File: config.mk
export PLATFORM = sky130hd
export DESIGN_NAME = unique_key_set_compacting
export DESIGN_NICKNAME = d
export VERILOG_FILES = /design/src/hw/rtl/ukc_pkg.sv /design/src/hw/rtl/unique_key_set_compacting.sv /design/src/hw/rtl/ukc_ctrl.sv /design/src/hw/rtl/ukc_datapath.sv
export SDC_FILE = /design/constraint.sdc
export NUM_CORES = 1
export LEC_CHECK = 0
export ABC_AREA = 1
export BUFFER_PORTS_ARGS = -buffer_cell sky130_fd_sc_hd__buf_2
export CAP_MARGIN = 20
export CORE_ASPECT_RATIO = 1.5
export CORE_MARGIN = 5
export CORE_UTILIZATION = 50
export CTS_CLUSTER_SIZE = 28
export DETAILED_ROUTE_END_ITERATION = 10
export PLACE_DENSITY_LB_ADDON = 0.1
export SYNTH_ARGS = -nofsm -noshare
export SYNTH_HDL_FRONTEND = slang
export SYNTH_SLANG_ARGS = --single-unit
File: constraint.sdc
create_clock -name clk -period 5.3 [get_ports clk]
set_input_delay 0 -clock clk [delete_from_list [all_inputs] [get_ports clk]]
set_output_delay 0 -clock clk [all_outputs]
set_load 0.01 [all_outputs]
File: src/hw/rtl/ukc_pkg.sv
package ukc_pkg;

  // Widths of the item fields.
  localparam int OP_W     = 2;
  localparam int KEY_W    = 16;
  localparam int POS_W    = 4;
  localparam int COUNT_W  = 5;
  localparam int STATUS_W = 2;

  // Operation codes; the unused code is handled as a lookup.
  localparam logic [OP_W-1:0] OP_ADD    = 2'd0;
  localparam logic [OP_W-1:0] OP_DELETE = 2'd1;
  localparam logic [OP_W-1:0] OP_LOOKUP = 2'd2;

  // Result status codes.
  localparam logic [STATUS_W-1:0] ST_DONE      = 2'd0;
  localparam logic [STATUS_W-1:0] ST_UNCHANGED = 2'd1;
  localparam logic [STATUS_W-1:0] ST_FULL      = 2'd2;

  // Commands from the controller to the datapath.
  typedef struct packed {
    logic load;
    logic match;
    logic encode;
    logic update;
  } ukc_cmd_t;

endpackage

File: src/hw/rtl/unique_key_set_compacting.sv
// Set of distinct keys kept packed in insertion order, with a stored count.
// Input channel (in_valid/in_ready) carries one word: operation and key.
// Add appends an absent key, delete removes a present key and closes the
// gap, lookup reports where a key sits. The output channel
// (out_valid/out_ready) returns one word per input word: found, position,
// entry_count and status.
// Each word passes through acceptance, a compare of all cells at once,
// a first-match encode, and the update that also loads the output register.
// A new word is accepted only once the last word is through this controller
// sequence; a word whose result cannot enter a full output register waits
// in the update step until the receiver takes the pending word.
// The input side is open again as soon as the result is in the output
// register, so the next word may be accepted while the receiver stalls.
// Reset empties the set (count zero) and clears the output valid flag;
// cell contents are not cleared, since only counted cells are ever read.
module unique_key_set_compacting
  import ukc_pkg::*;
#(
  parameter int CAPACITY = 16,
  parameter int KEY_BITS = 16
) (
  input  logic                clk,
  input  logic                rst,
  input  logic                in_valid,
  output logic                in_ready,
  input  logic [OP_W-1:0]     operation,
  input  logic [KEY_W-1:0]    key,
  output logic                out_valid,
  input  logic                out_ready,
  output logic                found,
  output logic [POS_W-1:0]    position,
  output logic [COUNT_W-1:0]  entry_count,
  output logic [STATUS_W-1:0] status
);

  ukc_cmd_t                        cmd;
  logic [$clog2(CAPACITY+1)-1:0]   count;

  ukc_ctrl u_ctrl (
    .clk       (clk),
    .rst       (rst),
    .in_valid  (in_valid),
    .in_ready  (in_ready),
    .out_valid (out_valid),
    .out_ready (out_ready),
    .cmd       (cmd)
  );

  ukc_datapath #(
    .CAPACITY (CAPACITY),
    .KEY_BITS (KEY_BITS)
  ) u_datapath (
    .clk         (clk),
    .rst         (rst),
    .cmd         (cmd),
    .operation   (operation),
    .key         (key),
    .found       (found),
    .position    (position),
    .entry_count (entry_count),
    .status      (status),
    .count_out   (count)
  );

  // The stored count never passes the capacity.
  a_count_bound: assert property (@(posedge clk) disable iff (rst)
    count <= ($clog2(CAPACITY+1))'(CAPACITY))
    else $error("stored count above capacity");

  // A result is only written into a free or draining output register.
  a_no_overwrite: assert property (@(posedge clk) disable iff (rst)
    cmd.update |-> (!out_valid || out_ready))
    else $error("output word overwritten");

  // After a word is accepted the input side is busy.
  a_busy_after_accept: assert property (@(posedge clk) disable iff (rst)
    (in_valid && in_ready) |=> !in_ready)
    else $error("second word accepted during processing");

  // A refused add never reports a hit.
  a_full_not_found: assert property (@(posedge clk) disable iff (rst)
    (out_valid && status == ST_FULL) |-> !found)
    else $error("full status with found set");

endmodule

File: src/hw/rtl/ukc_ctrl.sv
module ukc_ctrl
  import ukc_pkg::*;
(
  input  logic     clk,
  input  logic     rst,
  input  logic     in_valid,
  output logic     in_ready,
  output logic     out_valid,
  input  logic     out_ready,
  output ukc_cmd_t cmd
);

  typedef enum logic [1:0] {
    S_IDLE,
    S_MATCH,
    S_ENCODE,
    S_UPDATE
  } state_t;

  state_t state;
  logic   out_free;

  // The output register can take a new word when empty or being drained.
  assign out_free = !out_valid || out_ready;
  assign in_ready = (state == S_IDLE);

  // Command decode from the current state.
  always_comb begin
    cmd.load   = (state == S_IDLE) && in_valid;
    cmd.match  = (state == S_MATCH);
    cmd.encode = (state == S_ENCODE);
    cmd.update = (state == S_UPDATE) && out_free;
  end

  // State sequence and output valid flag.
  always_ff @(posedge clk) begin
    if (rst) begin
      state     <= S_IDLE;
      out_valid <= 1'b0;
    end else begin
      case (state)
        S_IDLE:   if (in_valid) state <= S_MATCH;
        S_MATCH:  state <= S_ENCODE;
        S_ENCODE: state <= S_UPDATE;
        S_UPDATE: if (out_free) state <= S_IDLE;
        default:  state <= S_IDLE;
      endcase
      if (cmd.update) begin
        out_valid <= 1'b1;
      end else if (out_ready) begin
        out_valid <= 1'b0;
      end
    end
  end

endmodule

File: src/hw/rtl/ukc_datapath.sv
module ukc_datapath
  import ukc_pkg::*;
#(
  parameter int CAPACITY = 16,
  parameter int KEY_BITS = 16
) (
  input  logic                 clk,
  input  logic                 rst,
  input  ukc_cmd_t             cmd,
  input  logic [OP_W-1:0]      operation,
  input  logic [KEY_W-1:0]     key,
  output logic                 found,
  output logic [POS_W-1:0]     position,
  output logic [COUNT_W-1:0]   entry_count,
  output logic [STATUS_W-1:0]  status,
  output logic [$clog2(CAPACITY+1)-1:0] count_out
);

  localparam int IDX_W = $clog2(CAPACITY);
  localparam int CNT_W = $clog2(CAPACITY + 1);

  logic [KEY_BITS-1:0] entries [CAPACITY];
  logic [CNT_W-1:0]    count;
  logic [OP_W-1:0]     op_q;
  logic [KEY_BITS-1:0] key_q;
  logic [CAPACITY-1:0] hit_vec;
  logic                hit_q;
  logic [IDX_W-1:0]    pos_q;
  logic [IDX_W-1:0]    first_pos;
  logic                is_full;
  logic [31:0]         key_wide;
  logic [31:0]         pos_wide;
  logic [31:0]         count_wide;
  logic [CNT_W-1:0]    count_next;
  logic [STATUS_W-1:0] status_next;

  assign key_wide  = {{(32 - KEY_W){1'b0}}, key};
  assign is_full   = (count == CNT_W'(CAPACITY));
  assign count_out = count;

  // Lowest matching cell wins.
  always_comb begin
    first_pos = '0;
    for (int i = CAPACITY - 1; i >= 0; i--) begin
      if (hit_vec[i]) first_pos = IDX_W'(i);
    end
  end

  // Outcome of the operation from the registered search result.
  always_comb begin
    count_next  = count;
    status_next = hit_q ? ST_DONE : ST_UNCHANGED;
    case (op_q)
      OP_ADD: begin
        if (hit_q) begin
          status_next = ST_UNCHANGED;
        end else if (is_full) begin
          status_next = ST_FULL;
        end else begin
          count_next  = count + 1'b1;
          status_next = ST_DONE;
        end
      end
      OP_DELETE: begin
        if (hit_q) count_next = count - 1'b1;
      end
      default: ;
    endcase
  end

  assign pos_wide   = {{(32 - IDX_W){1'b0}}, pos_q};
  assign count_wide = {{(32 - CNT_W){1'b0}}, count_next};

  // Item capture, parallel compare and first-match encode.
  always_ff @(posedge clk) begin
    if (cmd.load) begin
      op_q  <= operation;
      key_q <= key_wide[KEY_BITS-1:0];
    end
    if (cmd.match) begin
      for (int i = 0; i < CAPACITY; i++) begin
        hit_vec[i] <= (entries[i] == key_q) && (CNT_W'(i) < count);
      end
    end
    if (cmd.encode) begin
      hit_q <= |hit_vec;
      pos_q <= first_pos;
    end
  end

  // Cell array: append at the end, or shift later cells down on delete.
  always_ff @(posedge clk) begin
    if (cmd.update) begin
      if (op_q == OP_ADD && !hit_q && !is_full) begin
        entries[count[IDX_W-1:0]] <= key_q;
      end
      if (op_q == OP_DELETE && hit_q) begin
        for (int i = 0; i < CAPACITY - 1; i++) begin
          if (IDX_W'(i) >= pos_q) entries[i] <= entries[i + 1];
        end
      end
    end
  end

  // Stored count.
  always_ff @(posedge clk) begin
    if (rst) begin
      count <= '0;
    end else if (cmd.update) begin
      count <= count_next;
    end
  end

  // Output word register.
  always_ff @(posedge clk) begin
    if (cmd.update) begin
      found       <= hit_q;
      position    <= hit_q ? pos_wide[POS_W-1:0] : '0;
      entry_count <= count_wide[COUNT_W-1:0];
      status      <= status_next;
    end
  end

endmodule

==> run metrics, run 1 <==
outcome=finished clean; clock root buffer master=clkbuf_16; ANT cells=0; leading area contributor after synthesis=edfxtp_1; row count=81; Routability Congestion=0.945; Tot GR Track Use=28.6%; CTS Buffer Depth=3; Sink Count=315; most common cell after layout, fill and taps aside=edfxtp_1; syn nets=1719; setup_tns=0 ns; Tcrit/Tclk final=69.7%; Final nets=1751; max-slew violations=0; Critical Path Start=u_datapath.hit_q; final wirelength=52300 µm; post-route clock skew=0.0179 ns; crit path max fanout=33; top cells by area, synth=edfxtp_1 (57%), nand2_1 (7.0%), o21ai_0 (5.1%), inv_1 (3.8%), xor2_1 (3.3%); GR Overflow Total=0; Placeable Area=32400 µm²; Startpoint Class=flip-flop; vias per cell=5.98; Die Height=231 µm; Crit path arrival time=3.97 ns; Peak Freq=0.271 GHz; CTS H-tree lvls=1; end of the worst register-to-register path=u_datapath.entries[0][13]; IO Count=36; Slew headroom=22.7%; Unique masters post-synth=43; CTS tree=done; adder-cell share of the synthesized area=0.767%; Max IR drop VDD=0.300 mV; Setup crit end=u_datapath.entries[0][13]; post_cts resized=0; min-delay worst type=in2reg; worst skew pair latency=0.59 ns; antenna violations before repair=1; Syn Std Cell Area=16300 µm²; min Tclk post-route=3.69 ns; Synth Register Bits=315; pwr dens=393 nW/µm²; placed instance count=2078; compound-gate portion of the synthesized area=15.7%; vias=12900; Leak=6.90 nW; layout cells sized above 1=9.83%; DIE WIDTH=157 µm; final hold violations=0; die area=36400 µm²; gate count after technology mapping=1687; Residual DRC=0; post-synthesis xor/xnor area fraction=5.53%; largest family of logic cells by synthesized area=compound AO/OA/AOI/OAI gates; FF+latch area=9380 µm²; most frequent cells in the layout=edfxtp_1 (307), nand2_1 (303), inv_1 (167); clk slew on worst S/H paths=0.07 ns; largest net degree at the start of global routing=38; R2R Setup Slk=1.61 ns; Final Instance Count excl. Fillers=2154; Worst Setup End Kind=flip-flop; sequential-to-total area share from yosys stat=57.5%; unrepaired setup endpoints after global routing=no; Post-Synth Simple-Gate Area=13.7%; port bufs=35; Routed Antenna Nets=0; Critical Path RT=5.58 ns; vias in the first global route=12600; Detailed Route Iter0 Violations=1400; mux cell area share after synthesis=0%; Reg2Reg Depth=9; Initial Util=50.3%; CP Class=reg2reg; Final setup viols=0; Synth top area share=56.5%; r2r startpoint=u_datapath.hit_q; filler cell count=2899; Layout area overhead=11.5%; worst-margin pin slew=1.16 ns; wire length per cell=24.3 µm; synth warn=0; syn_area_per_cell=9.67 µm²; Initial DRT Pass Iterations=5; Num CTS Buffers=31; max_cap viols=0; first-pass GRT wire length=77100 µm; area of the multi-input gates=5860 µm²; hpwl dp=35500 µm
==> sequential cells by signal (all words and copies together) (netlist names) <==
name,flops
u_datapath.hit_q,1
u_ctrl.state,2
u_datapath.entries,256
u_datapath.pos_q,4
u_datapath.op_q,2
u_datapath.hit_vec,16
u_datapath.position,4
u_datapath.key_q,16
u_datapath.count_out,5
u_datapath.status,2
u_ctrl.out_valid,1
u_datapath.entry_count,5
u_datapath.found,1
==> layout make-up <==
class | count | share of cell area (%)
Clock inverter | 16 | 0.798
Tap cell | 415 | 2.85
Clock buffer | 37 | 4.39
Inverter | 177 | 3.67
Multi-Input combinational cell | 1084 | 32.2
Timing Repair Buffer | 110 | 4.49
Sequential cell | 315 | 51.6
==> what timing repair did <==
action,in CTS,in global routing
hold endpoints to repair,26,0
buffers inserted,0,0
hold buffers,22,0
==> per-stage QoR <==
stage | area (µm²) | hold WS, ns | util (%) | power, mW | setup WS [ns]
3_5_place_dp | 17000 | 0.178 | 52.4 | 5.01 | 1.66
6_report | 18200 | 0.124 | 56.1 | 7.16 | 1.61
2_1_floorplan | 16300 | 0.0691 | - | 4.27 | 2.16
3_3_place_gp | 17000 | 0.176 | 52.3 | 4.98 | 1.74
5_1_grt | 18200 | 0.130 | 56.1 | 7.43 | 1.31
4_1_cts | 18200 | 0.102 | 56.0 | 7.15 | 1.63
==> worst min path at each step <==
stage | start | slack, ns | cells after the start | endpoint
3_3_place_gp | key[6] | 0.18 | 1 | u_datapath.key_q[6]
3_5_place_dp | key[7] | 0.18 | 1 | u_datapath.key_q[7]
2_1_floorplan | rst | 0.07 | 1 | u_ctrl.out_valid
4_1_cts | key[7] | 0.10 | 2 | u_datapath.key_q[7]
5_1_grt | key[5] | 0.13 | 2 | u_datapath.key_q[5]
6_report | key[4] | 0.12 | 2 | u_datapath.key_q[4]
==> routing by layer <==
| metal | up-vias | GRT usage, % | part of all wire (%) | wire [µm] |
|---|---|---|---|---|
| li1 | 5944 | - | - | - |
| met1 | 6175 | 36.0 | 38 | 20000 |
| met2 | 571 | 47.9 | 49 | 25500 |
| met3 | 182 | 4.50 | 7.5 | 3900 |
| met4 | 2 | 13.7 | 5.4 | 2810 |
| met5 | - | 0 | 0.038 | 20 |
==> critical path, stage by stage (launching register included) <==
cell      delay, ns
edfxtp_1       0.55
inv_2          0.14
nor2_4         0.16
inv_2          0.07
nor2_8         0.18
inv_4          0.08
nor2_2         0.79
nand2_1        0.83
o21ai_1        0.29
buf_4          0.28
==> power breakdown <==
part | total, mW | switching [mW] | internal [mW]
Sequential | 3.21 | 0.160 | 3.05
Clock | 2.15 | 0.946 | 1.20
Combinational | 1.80 | 1.28 | 0.524
Total | 7.16 | 2.38 | 4.77
==> cell usage after synthesis (all sizes together) <==
master   number
edfxtp      307
nand2       304
o21ai       188
inv         172
nor2        139
a21oi       109
clkbuf       80
o22ai        69
xor2         62
a221oi       45
xnor2        41
nand3        36
buf          31
nor4         27
or2          15
ha           10
dfxtp         8
nand4         8
nor3          6
clkinv        5
o31ai         5
o211ai        4
a2111oi       3
a211oi        3
a22o          3
a21o          1
a22oi         1
a31oi         1
o2111ai       1
o21bai        1
o221ai        1
o311ai        1
==> cell families (layout without fill, tap and decap cells) <==
group,Yosys count,after routing
and+or+nand+nor,535,535
adders and majority gates,10,10
DFF,315,315
buffers and inverters,288,340
AOI/OAI and AO/OA,436,436
xor gates and xnor gates,103,103
No activity file was read; power rests on OpenSTA's default activity.
==> inputs of run 2 (changes only) <==
Clock period 5.3 ns to 3.24 ns, I/O delays scaled along.
==> run 2 against run 1 <==
Net effect: wire length is 0.44% higher; clock power rose by 63%; count of clock-buffer cells in the layout down 2; global-route usage up 0.090 points; sequential power increased by 64%; final cell count grew 1.3%; register-to-register slack lost 1.3 ns; sequential share of layout area shrank 0.62 points; utilization grew 0.68 points; clock skew down 0.0095 ns; largest cell class unchanged.
==> run metrics, run 2 (synthesized netlist as in run 1, its figures left out) <==
Sw Share=33.0% (-0.31 points); max-slew violations=0 (unchanged); Detailed Route Iter0 Violations=1475 (+5.4%); most frequent cells in the layout=edfxtp_1 (307), nand2_1 (303), inv_1 (167); Num CTS Buffers=31 (unchanged); Initial Util=50.3% (unchanged); antenna violations before repair=0 (-1); DIE WIDTH=157 µm (unchanged); Crit path arrival time=3.15 ns (-0.82 ns); setup_tns=0 ns (unchanged); pwr dens=639 nW/µm² (+62%); Worst Setup End Kind=flip-flop; Sink Count=315 (unchanged); CTS Hold Bufs=22 (unchanged); cell internal pwr=7.88 mW (+65%); wire length per cell=24.1 µm (-0.81%); Startpoint Class=flip-flop; r2r startpoint=u_datapath.count_out[2]; worst skew pair latency=0.57 ns (-0.02 ns); crit path max fanout=16 (-52%); die area=36400 µm² (unchanged); Slew headroom=29.8% (+7.1 points); min Tclk post-route=2.90 ns (-0.795 ns); P_sw=3.87 mW (+63%); filler cell count=2881 (-0.62%); Peak Freq=0.345 GHz (+27%); CTS Buffer Depth=3 (unchanged); end of the worst register-to-register path=u_datapath.entries[11][0]; GR Overflow Total=0 (unchanged); Max IR drop VDD=0.481 mV (+60%); outcome=finished clean; Critical Path RT=3.49 ns (-2.09 ns); Die Height=231 µm (unchanged); hold_sp=key[1]; clock root buffer master=clkbuf_16; Tcrit/Tclk final=89.4% (+20 points); largest net degree at the start of global routing=37 (-2.6%); hpwl dp=36900 µm (+4.0%); Leak=7.04 nW (+1.9%); pre-CTS setup slack=0.424 ns (-1.23 ns); post_cts resized=0 (unchanged); Largest register FFs=256 (unchanged); Residual DRC=0 (unchanged); CP Class=reg2reg; clk slew on worst S/H paths=0.06 ns (about the same); final hold violations=0 (unchanged); R2R Setup Slk=0.34 ns (-1.26 ns); Largest Register=u_datapath.entries; vias in the first global route=12600 (-0.48%); first-pass GRT wire length=77500 µm (+0.46%); max_cap viols=0 (unchanged); min-delay worst type=in2reg; Layout area overhead=12.9%; Tot GR Track Use=28.7% (+0.090 points); vias per cell=5.98 (about the same); Routed Antenna Nets=0 (unchanged); layout cells sized above 1=11.2% (+1.4 points); final wirelength=52500 µm (+0.44%); Initial DRT Pass Iterations=5 (unchanged); port bufs=35 (unchanged); CTS H-tree lvls=1 (unchanged); Routability Congestion=0.909 (-3.9%); post-route clock skew=0.00841 ns (-0.00949 ns); Seq pwr share=44.8% (about the same); Gate power share=25.4% (+0.3 points); Reg2Reg Depth=9 (unchanged); row count=81 (unchanged); Final setup viols=0 (unchanged); CTS tree=done; ANT cells=0 (unchanged); unrepaired setup endpoints after global routing=no; Largest regs=u_datapath.entries (256), u_datapath.hit_vec (16), u_datapath.key_q (16); postcts setup bufs=0 (unchanged); Placeable Area=32400 µm² (unchanged); Clk network pwr share=29.8% (-0.2 points); worst-margin pin slew=1.05 ns (-0.105 ns); Critical Path Start=u_datapath.count_out[2]; most common cell after layout, fill and taps aside=edfxtp_1; IO Count=36 (unchanged); vias=13000 (+1.3%); Setup crit end=u_datapath.entries[11][0]; post-route worst setup slack=0.343 ns (-1.26 ns); Final nets=1775 (+1.4%)
## run 2: changes by cell type in the layout (fill, tap and decap cells not counted)
cell | previous run | this run
clkinv_1 | 13 | 15
buf_8 | 3 | 1
clkinv_4 | 0 | 1
clkbuf_1 | 6 | 4
buf_4 | 50 | 73
buf_12 | 0 | 3
clkinv_2 | 5 | 7
## run 2: worst max-delay path, cell delays in order, from the launching register on
cell and delay [ns]:
dfxtp_1 0.59, inv_1 0.22, nand2_1 0.18, inv_1 0.08
nand2_1 0.07, nor2_1 0.06, nor3_1 0.48, nand2_1 0.32
o31ai_2 0.26, buf_4 0.30
## run 2: worst min path at each step
stage | end | slack, ns | cells past startpoint
floorplan | u_ctrl.out_valid | 0.07 | 1
global placement | u_datapath.key_q[2] | 0.18 | 1
detailed placement | u_datapath.key_q[14] | 0.18 | 1
CTS | u_datapath.key_q[1] | 0.11 | 2
global route | u_datapath.key_q[7] | 0.14 | 2
finish | u_datapath.key_q[1] | 0.13 | 2
## run 2: metal layers
metal / vias up / global-route usage (%) / part of all wire [%]
li1: 5999 / - / -
met1: 6320 / 36.8 / 38
met2: 573 / 48.8 / 49
met3: 146 / 3.29 / 7.4
met4: 0 / 12.6 / 5.0
met5: - / 0 / 0
## run 2: through the flow
stage | instances | instance area [µm²] | hold WS (ns) | power, mW | utilization [%]
6_report | 2181 | 18400 | 0.133 | 11.8 | 56.8
5_1_grt | 2181 | 18400 | 0.136 | 12.2 | 56.8
4_1_cts | 2180 | 18400 | 0.110 | 11.8 | 56.7
3_5_place_dp | 2102 | 17200 | 0.178 | 8.28 | 53.1
3_3_place_gp | 2102 | 17200 | 0.176 | 8.22 | 53.1
2_1_floorplan | 1687 | 16300 | 0.0691 | 6.99 | -
## run 2: layout make-up
cell class,instances,area [µm²],area share [%]
flip-flops and latches,315,9380,50.9
clock buffers,35,791,4.30
inverters,177,667,3.62
well taps,415,519,2.82
multi-input cells,1084,5860,31.8
clock inverters,21,171,0.931
repair buffers,134,1020,5.53
## run 2: power by group through the flow
stage / combinational (mW) / clock (mW) / sequential, mW
floorplan: 1.78 / 0 / 5.21
global placement: 2.88 / 0 / 5.34
detailed placement: 2.93 / 0 / 5.35
CTS: 2.96 / 3.55 / 5.26
global route: 3.20 / 3.72 / 5.29
finish: 2.98 / 3.50 / 5.27
==> inputs of run 3 (changes only) <==
Settings changed: CAP_MARGIN 20 to unset, CORE_MARGIN 5 to unset.
==> run 3 against run 2 <==
Net effect: power is 0.62% higher; worst setup slack better by 0.19 ns; combinational power is 2% higher; global-route usage is 3.7 points higher; wire length is 1.1% higher; die area is 8.4% lower; worst hold slack worse by 0.015 ns.
==> run metrics, run 3 (synthesized netlist as in run 1, its figures left out) <==
Slew headroom=21.1% (-8.7 points); Startpoint Class=flip-flop; largest net degree at the start of global routing=34 (-8.1%); Area after DPL=17200 µm² (+0.11%); hpwl dp=37300 µm (+1.2%); final hold violations=0 (unchanged); Num CTS Buffers=31 (unchanged); Routability Congestion=0.943 (+3.7%); Tcrit/Tclk final=83.5% (-5.9 points); placed instance count=2102 (unchanged); Top Family by Delay on Critical Path=buffers and inverters; clk slew on worst S/H paths=0.07 ns (about the same); DIE WIDTH=149 µm (-5.1%); CTS tree=done; Final Instance Count excl. Fillers=2181 (unchanged); vias per cell=6.04 (+1.1%); die area=33400 µm² (-8.4%); pwr dens=642 nW/µm² (+0.56%); final cell area excluding filler cells=18400 µm² (about the same); Worst path most repeated cell=nand2_1; Tot GR Track Use=32.4% (+3.7 points); Peak Freq=0.369 GHz (+7.0%); Die Height=223 µm (-3.5%); Crit path largest cell delay=0.55 ns (-0.04 ns); post-route clock skew=0.0289 ns (+0.0205 ns); vias in the first global route=12700 (+1.2%); FF+latch area=9380 µm² (unchanged); Overall Power=11.8 mW (+0.62%); wire length per cell=24.3 µm (+1.1%); worst skew pair latency=0.59 ns (+0.02 ns); Routed Antenna Nets=0 (unchanged); most frequent cells in the layout=edfxtp_1 (307), nand2_1 (303), inv_1 (167); min Tclk post-route=2.71 ns (-0.191 ns); Layout area overhead=12.9% (about the same); Initial DRT Pass Iterations=5 (unchanged); crit path max fanout=16 (unchanged); setup_tns=0 ns (unchanged); IO Count=36 (unchanged); Worst Setup End Kind=flip-flop; Final nets=1779 (+0.23%); area of the multi-input gates=5860 µm² (unchanged); Placeable Area=31900 µm² (-1.5%); Detailed Route Iter0 Violations=1424 (-3.5%); final wirelength=53100 µm (+1.1%); filler cell count=2822 (-2.0%); CTS Buffer Depth=3 (unchanged); CP Class=reg2reg; clock root buffer master=clkbuf_16; CTS H-tree lvls=1 (unchanged); Leak=7.03 nW (about the same); Worst Path Buf+Inv=4 (+1); min-delay worst type=in2reg; Largest register FFs=256 (unchanged); Sink Count=315 (unchanged); most common cell after layout, fill and taps aside=edfxtp_1; vias=13200 (+1.1%); row count=80 (-1.2%); antenna violations before repair=0 (unchanged); max-slew violations=0 (unchanged); layout cells sized above 1=11.4% (+0.14 points); Critical Path Slowest Stage Cell=dfxtp_1; port bufs=35 (unchanged); first-pass GRT wire length=78100 µm (+0.75%); GR Overflow Total=0 (unchanged); Cell Chain, Critical Path=inv_1 > nand2_1 > inv_1 > nand2_1 > nor2_1 > nor3_1 > buf_4 > nand2_1 > o31ai_2 > buf_4; Largest Register=u_datapath.entries; Residual DRC=0 (unchanged); Final setup viols=0 (unchanged); Critical Path RT=3.49 ns (about the same); Largest regs=u_datapath.entries (256), u_datapath.hit_vec (16), u_datapath.key_q (16); Max IR drop VDD=0.498 mV (+3.5%); Crit path arrival time=2.96 ns (-0.19 ns); unrepaired setup endpoints after global routing=no; outcome=finished clean; Initial Util=51.1% (+0.79 points); worst-margin pin slew=1.18 ns (+0.130 ns); max_cap viols=0 (unchanged)
==> run 3: changes by cell type in the layout (fill, tap and decap cells not counted), sizes merged <==
cell / change
buf: +4
clkinv: -8
clkinvlp: +4
diode: +1
clkbuf: +4
==> run 3: area by class of cell <==
type / instances / area share (%)
flip-flops and latches: 315 / 50.9
multi-input cells: 1084 / 31.8
repair buffers: 138 / 5.58
clock buffers: 39 / 4.37
inverters: 177 / 3.62
well taps: 410 / 2.78
clock inverters: 17 / 0.876
diodes: 1 / 0.0136
==> run 3: worst paths after layout <==
path / cells past startpoint / to / startpoint / slack, ns
min: 2 / u_datapath.key_q[11] / key[11] / 0.12
max: 10 / u_datapath.entries[11][6] / u_datapath.count_out[3] / 0.53
min reg2reg: 2 / u_ctrl.state[1] / u_ctrl.state[1] / 0.57
max reg2reg: 10 / u_datapath.entries[11][6] / u_datapath.count_out[3] / 0.53
==> run 3: power breakdown <==
| part | internal [mW] | total [mW] | leakage, nW | switching [mW] |
|---|---|---|---|---|
| clock network | 1.99 | 3.54 | 0.457 | 1.56 |
| logic | 0.930 | 3.05 | 3.73 | 2.12 |
| registers | 4.99 | 5.24 | 2.84 | 0.253 |
| total | 7.90 | 11.8 | 7.03 | 3.93 |
==> run 3: per-layer routing <==
metal | up-vias | global-route usage, % | wire length, µm
li1 | 6006 | - | -
met1 | 6390 | 40.9 | 20700
met2 | 622 | 54.7 | 26200
met3 | 161 | 4.29 | 3750
met4 | 0 | 14.9 | 2410
met5 | - | 0 | 0
==> run 3: through the flow <==
step	hold slack, ns	utilization, %	setup slack, ns
2_1_floorplan	0.0691	-	0.104
3_3_place_gp	0.176	54.0	0.535
3_5_place_dp	0.178	54.0	0.620
4_1_cts	0.108	57.7	0.581
5_1_grt	0.117	57.7	0.415
6_report	0.118	57.7	0.534
==> run 3: what timing repair did <==
| action | in CTS | in global routing |
|---|---|---|
| endpoints found under the setup margin | 0 | 0 |
| resized for setup | 0 | 0 |
| setup buffers | 0 | 0 |
| hold buffers | 22 | 0 |
| endpoints found under the hold margin | 26 | 0 |
